## src/rtl/msort_pkg.sv

```systemverilog
// msort_pkg: shared types and default sizes for the merge sorter.
// Used by every module and interface of the block; no dependencies.
`timescale 1ns / 1ps

package msort_pkg;

  localparam int DataW            = 32;
  localparam int MaxItemsDefault  = 64;
  localparam int FifoDepthDefault = 4;

  // One classified input item as it travels from the front to the back.
  typedef struct packed {
    logic signed [DataW-1:0] value;
    logic                    is_final;
    logic                    keep;   // there was room for it in the buffer
    logic                    ovf;    // block has dropped an element so far
  } msort_entry_t;

  // Phase of the back end, seen by the top level.
  typedef struct packed {
    logic loading;
    logic sorting;
    logic emitting;
  } msort_status_t;

endpackage

```

## src/rtl/msort_fifo.sv

```systemverilog
// msort_fifo: short queue of classified items between front and back.
// Depends on msort_pkg.
`timescale 1ns / 1ps

module msort_fifo import msort_pkg::*; #(
  parameter int DEPTH = FifoDepthDefault
) (
  input  logic          clk,
  input  logic          rst,
  input  logic          push_valid,
  output logic          push_ready,
  input  msort_entry_t  push_data,
  output logic          pop_valid,
  input  logic          pop_ready,
  output msort_entry_t  pop_data
);

  localparam int PW = $clog2(DEPTH);
  localparam int FW = $clog2(DEPTH + 1);
  localparam logic [PW-1:0] LastPtr = PW'(DEPTH - 1);
  localparam logic [FW-1:0] FullCnt = FW'(DEPTH);

  msort_entry_t  slots [DEPTH];
  logic [PW-1:0] wr_ptr;
  logic [PW-1:0] rd_ptr;
  logic [FW-1:0] fill;
  logic          push;
  logic          pop;

  assign push_ready = (fill != FullCnt);
  assign pop_valid  = (fill != '0);
  assign pop_data   = slots[rd_ptr];
  assign push       = push_valid & push_ready;
  assign pop        = pop_valid & pop_ready;

  always_ff @(posedge clk) begin
    if (push) begin
      slots[wr_ptr] <= push_data;
    end
  end

  always_ff @(posedge clk) begin
    if (rst) begin
      wr_ptr <= '0;
      rd_ptr <= '0;
      fill   <= '0;
    end else begin
      if (push) begin
        wr_ptr <= (wr_ptr == LastPtr) ? '0 : wr_ptr + 1'b1;
      end
      if (pop) begin
        rd_ptr <= (rd_ptr == LastPtr) ? '0 : rd_ptr + 1'b1;
      end
      unique case ({push, pop})
        2'b10:   fill <= fill + 1'b1;
        2'b01:   fill <= fill - 1'b1;
        default: fill <= fill;
      endcase
    end
  end

endmodule

```

## config.mk

```make
export PLATFORM = sky130hd
export DESIGN_NAME = msort_fifo
export DESIGN_NICKNAME = d
export VERILOG_FILES = /design/src/rtl/msort_pkg.sv /design/src/rtl/msort_fifo.sv
export SDC_FILE = /design/constraint.sdc
export NUM_CORES = 1
export LEC_CHECK = 0
export BUFFER_PORTS_ARGS = -buffer_cell sky130_fd_sc_hd__buf_4
export CORE_ASPECT_RATIO = 0.7
export CORE_MARGIN = 8
export CORE_UTILIZATION = 51
export DETAILED_ROUTE_END_ITERATION = 10
export PLACE_DENSITY = 0.74
export SLEW_MARGIN = 20
export SYNTH_ARGS = -nofsm -noshare
export SYNTH_HDL_FRONTEND = slang
export SYNTH_SLANG_ARGS = --single-unit
```

## constraint.sdc

```tcl
create_clock -name clk -period 2.25 [get_ports clk]
set_input_delay 0.45 -clock clk [delete_from_list [all_inputs] [get_ports clk]]
set_output_delay 0.45 -clock clk [all_outputs]
set_load 0.005 [all_outputs]
```

== After elaboration in Yosys (flattened, before gate mapping) ==
Memory sizes are Yosys's and may differ from the RTL's. A register that Yosys moved wholly into a read port is not among the register bits.
Index checks and enable logic that the tools add are counted.

* Word-level logic and storage cells: 24
* Bits in read-only memories: 0
* Input bits: 39
* Latch bits: 0
* Memories: 1
* Bits in writable memories: 140
* Register bits: 7

{| class="wikitable"
|+ Memories
! name !! words !! bits a word !! read ports !! clocked after Yosys merged registers in !! write ports !! RTL line !! RTL
|-
| slots || 4 || 35 || 1 || 1 || 1 || msort_fifo.sv:23 || <nowiki>msort_entry_t slots [DEPTH];</nowiki>
|}

* $lt $le $gt $ge: 0
* Div/mod/pow operators: 0
* Shifts and indexed selects: 0
* $mul: 0
* Mux-type cells: 7
* Bitwise operators: 2
* Reductions and logical operators: 2
* $add $sub $neg: 4
* Eq/ne operators: 5

{| class="wikitable"
|+ Operator list
! kind !! count
|-
| 2-bit 2-to-1 mux || 4
|-
| 2-bit equality test (second input constant) || 3
|-
| 3-bit case mux with 2 select lines || 1
|-
| 2-bit by 1-bit adder with 2-bit output (second input constant) || 2
|-
| 3-bit by 1-bit adder with 3-bit output (second input constant) || 1
|-
| 3-bit != test (second input constant) || 1
|-
| 3-bit nonzero test || 1
|-
| 3-bit by 1-bit subtractor with 3-bit output (second input constant) || 1
|-
| 1-bit bitwise AND || 2
|-
| 2-bit by 1-bit equality test with 1-bit output (second input constant) || 1
|-
| 1-bit 2-to-1 mux || 2
|-
| 2-bit nonzero test || 1
|}

== Depth between registers and ports, before layout ==
Gate-level depths: netlist of run 1.

* Depth in word-level cells: 4
* Gate-level depth with buffers: 9
* Depth with buffers taken out: 8

== Worst setup path after synthesis of run 1 ==
Ideal clock, no wire load.

* Path kind: register to register
* Start point: register fill[2]
* End point: register fill[2]
* Arrival time: 2.178 ns
* Library setup time: 0.070 ns
* Path slack: 0.001 ns
* Period minus slack after synthesis: 2.249 ns
* Cell stages (with the launch flop): 10
* Cells stage by stage: dfxtp_1 > or3b_1 > buf_6 > nand2_2 > ha_1 > inv_1 > fa_1 > xor2_1 > or3_2 > a21oi_1

* Longest elaborated chain between the ends: 4
* Elaborated cells on any way between the ends: 10
* Classes of those cells: add/sub (2); eq/ne (3); mux (1); bitwise (2); reduce/logical (2)

{| class="wikitable"
|+ Ends and longest elaborated chain
! element !! RTL line !! RTL
|-
| start: declaration || msort_fifo.sv:26 || <nowiki>logic [FW-1:0] fill;</nowiki>
|-
| start signal: assignment || msort_fifo.sv:55 || <nowiki>2'b10: fill <= fill + 1'b1;</nowiki>
|-
| start signal: assignment || msort_fifo.sv:56 || <nowiki>2'b01: fill <= fill - 1'b1;</nowiki>
|-
| start signal: assignment || msort_fifo.sv:57 || <nowiki>default: fill <= fill;</nowiki>
|-
| 3-bit != test (*) || msort_fifo.sv:30 || <nowiki>assign push_ready = (fill != FullCnt);</nowiki>
|-
| named net push_ready || msort_fifo.sv:11 || <nowiki>output logic push_ready,</nowiki>
|-
| 1-bit bitwise AND (*) || msort_fifo.sv:33 || <nowiki>assign push = push_valid & push_ready;</nowiki>
|-
| 2-bit by 1-bit equality test with 1-bit output / 2-bit equality test (equally long branches) || msort_fifo.sv:54 || <nowiki>unique case ({push, pop})</nowiki>
|-
| 3-bit case mux with 2 select lines / 2-bit nonzero test (equally long branches) || n/a ||
|}

Mark *: on every way through the listed nets, which the timed path passes. The rest lies on a longest branch.
A chain may end at the register's enable or synchronous reset.

== Worst setup path in the final report of run 1 ==
* Start point: register fill[2]
* End point: register fill[2]

* Longest elaborated chain between the ends: 4
* Elaborated cells on any way between the ends: 10
* Classes of those cells: add/sub (2); eq/ne (3); mux (1); bitwise (2); reduce/logical (2)

{| class="wikitable"
|+ Ends and longest elaborated chain
! element !! RTL line
|-
| 3-bit != test / 3-bit nonzero test (equally long branches) || msort_fifo.sv:30, msort_fifo.sv:31
|-
| 1-bit bitwise AND (on tied branches) || msort_fifo.sv:33, msort_fifo.sv:34
|-
| 2-bit by 1-bit equality test with 1-bit output / 2-bit equality test (equally long branches) || msort_fifo.sv:54
|-
| 3-bit case mux with 2 select lines / 2-bit nonzero test (equally long branches) || n/a
|}

Parallel ways exist; a longest one is shown, timed or not.

==> impl_metrics.ini, run 1 <==
[outcome]
status = finished clean

[power]
ir_worst_vdd_mv = 0.663
leakagePower_nw = 2.42
finalPower_mw = 8.21
power_density_mw_per_mm2 = 1180

[sta]
fmax_mhz = 456
finClkSkew_ps = 4.77
worstMarginPinSlew_ps = 951
hold_viol_final = 0
drv_slew = 0
period_needed_ps = 2190
whs_ps = 236
setup_viol = 0
period_share_pct = 97.5
slew_headroom_pct = 36.6

[routing]
viasPerCell = 5.46
via_count = 2566
drt_drc_violations_left = 0
ant_nets = 0
firstDrtPassIters = 4
routed_wl_um = 10100
wl_per_cell_um = 21.4
first_iter_violations = 148

[floorplan]
dieArea_mm2 = 0.0145
initial_utilization_pct = 52.9
die_x_um = 141
core-area_mm2 = 0.0105
rows = 31
die_y_um = 103
ios = 76

[yosys]
ys_ff_latch = 149
syn_area_per_cell_um2 = 23.6
syn_area_mm2 = 0.00554
ys_seq_area_share_pct = 79.2
netlist_top_cells_area = edfxtp_1 (76%), mux4_2 (14%), dfxtp_1 (3.3%)
synthesis.nets = 281
yosysTopAreaCell = edfxtp_1
postSynthCellCount = 235
synth_cell_type_count = 26
synth_warnings = 0
yosysTopAreaCellShare_pct = 75.9

[critical_path]
cp_max_fo = 4
worstPathCellList = or3b_4 > nand2_4 > ha_2 > inv_1 > fa_1 > xor2_1 > or3_2 > a21oi_2
critical_path.max_stage_delay_ps = 420
critPathCaptureType = register
startpoint_type = register
cp_slowest_cell = or3_2
cp.required_ps = 2590
crit_type = reg2reg
cp.arrival_ps = 2530

[layout]
layout_common_cells = edfxtp_1 (140), buf_4 (78), mux4_2 (35)
drive_above_1_share_pct = 48.2
layout_commonest_cell = edfxtp_1
antenna_cells = 0
fin_util_pct = 66.5
area_growth_pct = 25.8
nNetsFinal = 371
fillers = 681

[global_routing]
grt_remaining_overflow = 0
grt.total_usage_pct = 14.7
grt_pass1_vias = 2870
antenna_found_initial = 0
grt_pass1_wl_um = 15500
grt_max_degree = 36

[min_path]
min_path_type = in2reg

[clock_tree]
clk_pin_slew_ps = 60
cts_buffers = 17
cts_max_level = 4
cts.path.max_buffers = 2
worst_skew_pair.late_latency_ps = 410
clock-root-buffer = clkbuf_16
cts.sinks = 149
cts_tree = built

[place]
dp_hpwl_um = 5840
gp_congestion = 0.728
portBuffers = 75

[flow_run]
cap_violations = 0
report_power, final:
group	switching (mW)	leakage, nW	internal [mW]
combinational	0.728	0.736	0.905
sequential	0.0968	1.36	3.35
clock	1.05	0.320	2.07
sequential cells by signal, summed over array words and instances (netlist names), named ones only:
name	count
fill	3
rd_ptr	2
wr_ptr	2
slots	140
synthesized netlist by cell type:
cell type    n
a21oi_1      3
and3_2       4
or3b_1       1
or3_1        2
fa_1         1
buf_6        1
o31ai_1      1
o21ai_2      1
buf_2        2
mux2i_1      2
buf_4        3
edfxtp_1   140
inv_1        6
or3_2        2
o21ai_0      1
nor2_1       4
buf_1        3
ha_1         6
nand2_2      1
nand2_1      1
mux4_2      35
xor2_1       2
nand2b_1     2
dfxtp_1      9
clkbuf_1     1
a211o_1      1
layer usage:
layer	vias to the layer above	part of all wire, %	global-route usage [%]	wire [um]
met3	7	6.0	5.13	608
met5	-	0	0	0
met4	0	0.72	6.66	72
met2	67	48	23.4	4860
li1	1161	-	-	-
met1	1331	45	18.2	4510
final timing paths:
check	cells past startpoint	to	slack, ps	start
max reg2reg	8	fill[2]	60	fill[2]
max	8	fill[2]	60	fill[2]
min	1	slots[1][14]	240	push_data[14]
min reg2reg	2	register	510	rd_ptr[0]
repair_timing:
item	CTS	global route
setup buffers	0	1
setup endpoints to repair	2	1
gates resized for setup	3	6
hold buffers	0	0
pin swaps	0	2
cells by family after synthesis:
group | share of synthesized area (%)
DFF | 79.2
muxes | 14.6
and+or+nand+nor | 1.88
buffers and inverters | 1.47
AOI/OAI and AO/OA | 0.814
adders and majority gates | 1.72
xor gates and xnor gates | 0.317
stage by stage:
stage               TNS [ps]  area, um2  cells  setup WS (ps)
floorplan                  0       5540    235           1.47
global placement           0       6270    437           66.4
detailed placement     -41.6       6270    437          -41.6
CTS                        0       6940    469           6.57
global route           -6.05       6960    470          -6.05
finish                     0       6960    470           57.0
area by class of cell:
cell class	instances	area [um2]	share of cell area [%]
Clock buffer	18	429	6.16
Inverter	6	22.5	0.323
Clock inverter	14	233	3.34
Multi-Input combinational cell	70	1080	15.6
Tap cell	132	165	2.37
Timing Repair Buffer	81	637	9.15
Sequential cell	149	4390	63.1
critical path, delay by kind of cell, from the launching register on:
kind            cells  cell delay [ps]
buf+inv             1               50
simple gates        3              900
compound gates      1              120
xor+xnor            1              150
flops               1              360
fa+ha+maj           2              550
Power figures use the tool's default switching activity.
==> inputs of run 2 (changes only) <==
ABC_AREA = 1   (was not set)
==> run 2 against run 1 <==
Critical path depth fell by 3. Count of clock-buffer cells in the layout rose by 1. Final area rose by 1.1%. Non-clock buffer count rose by 11. Fmax rose by 2.8%. Final cell count rose by 41%. Critical endpoint is now pop_data[34]. Largest power group unchanged.
==> impl_metrics.ini, run 2 <==
[sta]
setup_viol = 0
slew_headroom_pct = 75.5
period_needed_ps = 2130
hold_viol_final = 0
fmax_mhz = 469
period_share_pct = 94.9
finClkSkew_ps = 7.91
rsz0062_at_grt = no
worstMarginPinSlew_ps = 367
whs_ps = 234
drv_slew = 0

[yosys]
synth_cell_type_count = 19
yosysTopAreaCellShare_pct = 74.1
yosysTopAreaCell = edfxtp_1
yosysMostFrequentCell = edfxtp_1
syn_area_mm2 = 0.00568
syn_area_per_cell_um2 = 13.9
synthesis.nets = 454
synth_edf_count = 140
synth_warnings = 0
postSynthCellCount = 408
synthFlopType = edfxtp_1
ys_seq_area_share_pct = 77.2
ys_ff_latch = 149
netlist_top_cells_count = edfxtp_1 (140), nor2_1 (82), o21ai_0 (51)
synthArstFlopShare_pct = 0
netlist_top_cells_area = edfxtp_1 (74%), nor2_1 (5.4%), o21ai_0 (4.5%)

[routing]
firstDrtPassIters = 4
first_iter_violations = 271
wl_per_cell_um = 17.7
ant_nets = 0
routed_wl_um = 11700
viasPerCell = 5.27
drt_drc_violations_left = 0
via_count = 3492

[layout]
antenna_cells = 0
area_growth_pct = 24.0
final_cells = 662
layout_common_cells = edfxtp_1 (140), buf_4 (90), nor2_1 (78)
nNetsFinal = 544
top_register = slots
largest_reg_flops = 140
seqCellArea_mm2 = 0.00439
layout_commonest_cell = edfxtp_1
top_regs = slots (140), fill (3)
multiInputGateArea_mm2 = 0.00113
drive_above_1_share_pct = 24.6
fillers = 780

[power]
power_density_mw_per_mm2 = 1180
ir_worst_vdd_mv = 0.660
leakagePower_nw = 2.57

[place]
gp_congestion = 0.746
dp_hpwl_um = 7300
place_inst = 632
portBuffers = 75

[critical_path]
cp.required_ps = 1800
startpoint_type = register
crit_type = reg2out
worstPathCellList = inv_6 > buf_12 > o21ai_0 > o22ai_1 > buf_4
crit_family = buffers and inverters
critical_path.max_stage_delay_ps = 350
critPathCaptureType = primary output
cp.arrival_ps = 1680
cp_max_fo = 27
cp_slowest_cell = dfxtp_2
critPathBufInv = 3

[clock_tree]
cts.path.max_buffers = 2
cts_tree = built
clock-root-buffer = clkbuf_16
cts_buffers = 17
cts_max_level = 4
clk_pin_slew_ps = 60
cts_resized = 0
cts_hold_buf = 0
cts.sinks = 149
post-cts-setup-buffer-count = 0
worst_skew_pair.late_latency_ps = 420

[floorplan]
rows = 32
die_y_um = 104
dieArea_mm2 = 0.0148
die_x_um = 142
initial_utilization_pct = 51.9
core-area_mm2 = 0.0109
ios = 76

[global_routing]
grt_max_degree = 71
grt_remaining_overflow = 0
grt_pass1_wl_um = 18800
grt.total_usage_pct = 16.6
antenna_found_initial = 0
grt_pass1_vias = 3639

[flow_run]
cap_violations = 0

[outcome]
status = finished clean

[min_path]
min_path_type = in2reg
[run 2: changes by cell type after synthesis, sizes merged, moves of 4 or more]
cell   previous run  this run
buf               9        21
o21ai             2        72
o22ai             0        35
or3               4         0
and3              4         0
mux4             35         0
nor2              4        82
nand2             2        14
inv               6        18
[run 2: final cells by class]
cell class	count	share of cell area, %
Sequential cell	149	62.3
Multi-Input combinational cell	220	16.0
Timing Repair Buffer	92	10.2
Clock buffer	19	6.15
Tap cell	153	2.72
Clock inverter	11	1.58
Inverter	18	1.03
[run 2: through the flow]
stage / utilization (%) / TNS, ps / worst slack [ps] / power, mW / cell area (um2)
floorplan: - / -46210 / -330 / 4.68 / 5680
global placement: 59.3 / 0 / 528 / 5.72 / 6480
finish: 64.4 / 0 / 116 / 8.32 / 7040
global route: 64.4 / 0 / 5.48 / 8.74 / 7040
CTS: 64.3 / 0 / 55.1 / 8.40 / 7030
detailed placement: 59.3 / 0 / 394 / 5.78 / 6480
[run 2: logic make-up (layout without fill, tap and decap cells)]
group / after synthesis / in the layout / share of synthesized area, %
compound gates: 112 / 112 / 10.6
fa+ha+maj: 7 / 7 / 1.68
buf+inv: 39 / 140 / 3.55
flops: 149 / 149 / 77.2
simple gates: 101 / 101 / 6.90
[run 2: where the power goes]
| group | internal, mW | switching (mW) | total (mW) | leakage (nW) |
|---|---|---|---|---|
| logic | 0.981 | 1.29 | 2.27 | 0.942 |
| registers | 3.34 | 0.0925 | 3.43 | 1.36 |
| clock network | 1.60 | 1.02 | 2.62 | 0.265 |
| total | 5.92 | 2.40 | 8.32 | 2.57 |
[run 2: worst reg2reg max path: stages, from the launching register on]
cell and delay (ps):
dfxtp_1 320, nor2_1 160, nand2_1 160, nand2_1 130, ha_1 170, inv_1 70, fa_1 400, inv_1 80
nand2_1 70, nand3_1 70, nand2_1 50, inv_1 50, nor2_1 40
[run 2: final timing paths]
kind	start	end	slack, ps	cells past startpoint
max	register	pop_data[34]	120	5
min	push_data[12]	slots[1][12]	230	1
max reg2reg	fill[1]	fill[2]	390	12
min reg2reg	fill[0]	fill[0]	530	2
[run 2: routing by layer]
layer	vias up	routed length, um	global-route usage (%)	share of wire, %
li1	1685	-	-	-
met1	1680	5240	21.4	45
met2	121	5430	24.8	46
met3	6	1010	6.01	8.6
met4	0	56	7.03	0.48
met5	-	0	0	0
==> inputs of run 3 (changes only) <==
CORE_MARGIN = not set   (was 8)
==> run 3 against run 2 <==
Combinational power about the same. Via count down 0.77%. Highest routed layer unchanged. Sequential share of layout area down 0.13 points. Count of clock-buffer cells in the layout down 1. Critical path depth unchanged. Critical path type unchanged. Final cell count down 0.91%. Fmax down 2.1%. Sequential power about the same. Flip-flop and latch count unchanged.
==> impl_metrics.ini, run 3 (synthesized netlist as in run 2, its figures left out) <==
[layout]
fin_util_pct = 66.6
layout_commonest_cell = edfxtp_1
drive_above_1_share_pct = 24.6
area_growth_pct = 24.2
layout_common_cells = edfxtp_1 (140), buf_4 (85), nor2_1 (78)
largest_reg_flops = 140
top_register = slots
top_regs = slots (140), fill (3)
antenna_cells = 0
nNetsFinal = 541
finalInstanceArea_mm2 = 0.00705

[clock_tree]
cts.sinks = 149
cts_max_level = 4
cts.path.max_buffers = 2
clk_pin_slew_ps = 60
cts_tree = built
worst_skew_pair.late_latency_ps = 410
cts_buffers = 17
clock-root-buffer = clkbuf_16

[power]
power_density_mw_per_mm2 = 1200
p_seq_share_pct = 40.6
power_frac_comb_pct = 26.5
switchingPower_mw = 2.43
ir_worst_vdd_mv = 0.955
p_int_mw = 6.03
clockPowerShare_pct = 32.9
switching_share_pct = 28.7
leakagePower_nw = 2.57

[outcome]
status = finished clean

[floorplan]
core-area_mm2 = 0.0106
die_x_um = 128
die_y_um = 90.3
rows = 31
ios = 76
initial_utilization_pct = 53.6
dieArea_mm2 = 0.0116

[routing]
first_iter_violations = 283
ant_nets = 0
viasPerCell = 5.28
wl_per_cell_um = 17.1
firstDrtPassIters = 4
routed_wl_um = 11200
drt_drc_violations_left = 0
via_count = 3465

[global_routing]
grt_pass1_wl_um = 17700
grt_pass1_vias = 3472
grt_remaining_overflow = 0
antenna_found_initial = 0
grt_max_degree = 49
grt.total_usage_pct = 20.9

[place]
portBuffers = 75
dpl_cell_area_mm2 = 0.00644
gp_congestion = 0.828
dp_hpwl_um = 6710

[flow_run]
cap_violations = 0

[min_path]
min_path_type = in2reg
min-delay-start = push_data[23]

[critical_path]
cp_max_fo = 24
startpoint_type = register
critical_path.max_stage_delay_ps = 340
worstPathCellList = inv_4 > buf_6 > o21ai_0 > o22ai_2 > buf_4
rr_startpoint = fill[1]
cp_slowest_cell = dfxtp_2
critPathCaptureType = primary output
cp.required_ps = 1800
crit_type = reg2out
cp.arrival_ps = 1730

[sta]
period_needed_ps = 2180
worstMarginPinSlew_ps = 398
finClkSkew_ps = 4.87
rsz0062_at_grt = yes
fmax_mhz = 459
period_share_pct = 96.9
slew_headroom_pct = 73.5
drv_slew = 0
hold_viol_final = 0
setup_viol = 0
run 3: cell types whose count changed in the layout (fill, tap and decap cells not counted), sizes merged:
| cell | change |
|---|---|
| buf | -3 |
| bufinv | +1 |
| clkbuf | -1 |
| clkinvlp | +2 |
run 3: worst paths after layout:
| kind | end | slack (ps) | depth (start not counted) |
|---|---|---|---|
| setup / recovery | pop_data[0] | 70 | 5 |
| hold / removal | slots[3][23] | 230 | 1 |
| setup reg to reg | fill[2] | 390 | 11 |
| hold reg to reg | wr_ptr[1] | 540 | 2 |
run 3: cell type report:
type	instances	area, um2
clock buffers	18	429
multi-input cells	220	1130
inverters	18	72.6
well taps	148	185
repair buffers	89	692
fillers	765	3540
flip-flops and latches	149	4390
clock inverters	14	160
run 3: repair_timing:
action / CTS / global route
endpoints found under the setup margin: 2 / 3
setup buffers: 0 / 0
hold buffers: 0 / 0
resized for setup: 3 / 2
hold endpoints to repair: 0 / 0
run 3: per-stage QoR:
step,instances,hold slack [ps],worst slack [ps],TNS (ps),power [mW]
after floorplan,408,483,-330,-46210,4.68
after global placement,624,516,432,0,5.63
after detailed placement,624,535,357,0,5.71
after global routing,656,223,-14.8,-14.8,8.87
final,656,234,70.0,0,8.46
after CTS,656,225,28.4,0,8.51
run 3: per-layer routing:
layer | share of wire, % | routed length (um) | GRT usage (%) | vias to the layer above
met2 | 47 | 5270 | 32.8 | 119
li1 | - | - | - | 1683
met3 | 8.4 | 941 | 7.11 | 12
met1 | 44 | 4930 | 27.7 | 1651
met4 | 0.92 | 103 | 5.88 | 0
met5 | 0 | 0 | 0 | -
run 3: power groups by stage:
stage	Sequential [mW]	Clock (mW)	Combinational, mW
3_3_place_gp	3.47	0	2.16
2_1_floorplan	3.47	0	1.20
5_1_grt	3.45	2.93	2.49
6_report	3.43	2.79	2.24
4_1_cts	3.43	2.82	2.26
3_5_place_dp	3.48	0	2.23
run 3: critical path, delay by kind of cell, from the launching register on:
family | cells | cell delay, ps
AOI/OAI and AO/OA | 2 | 360
buffers and inverters | 3 | 610
DFF | 1 | 340
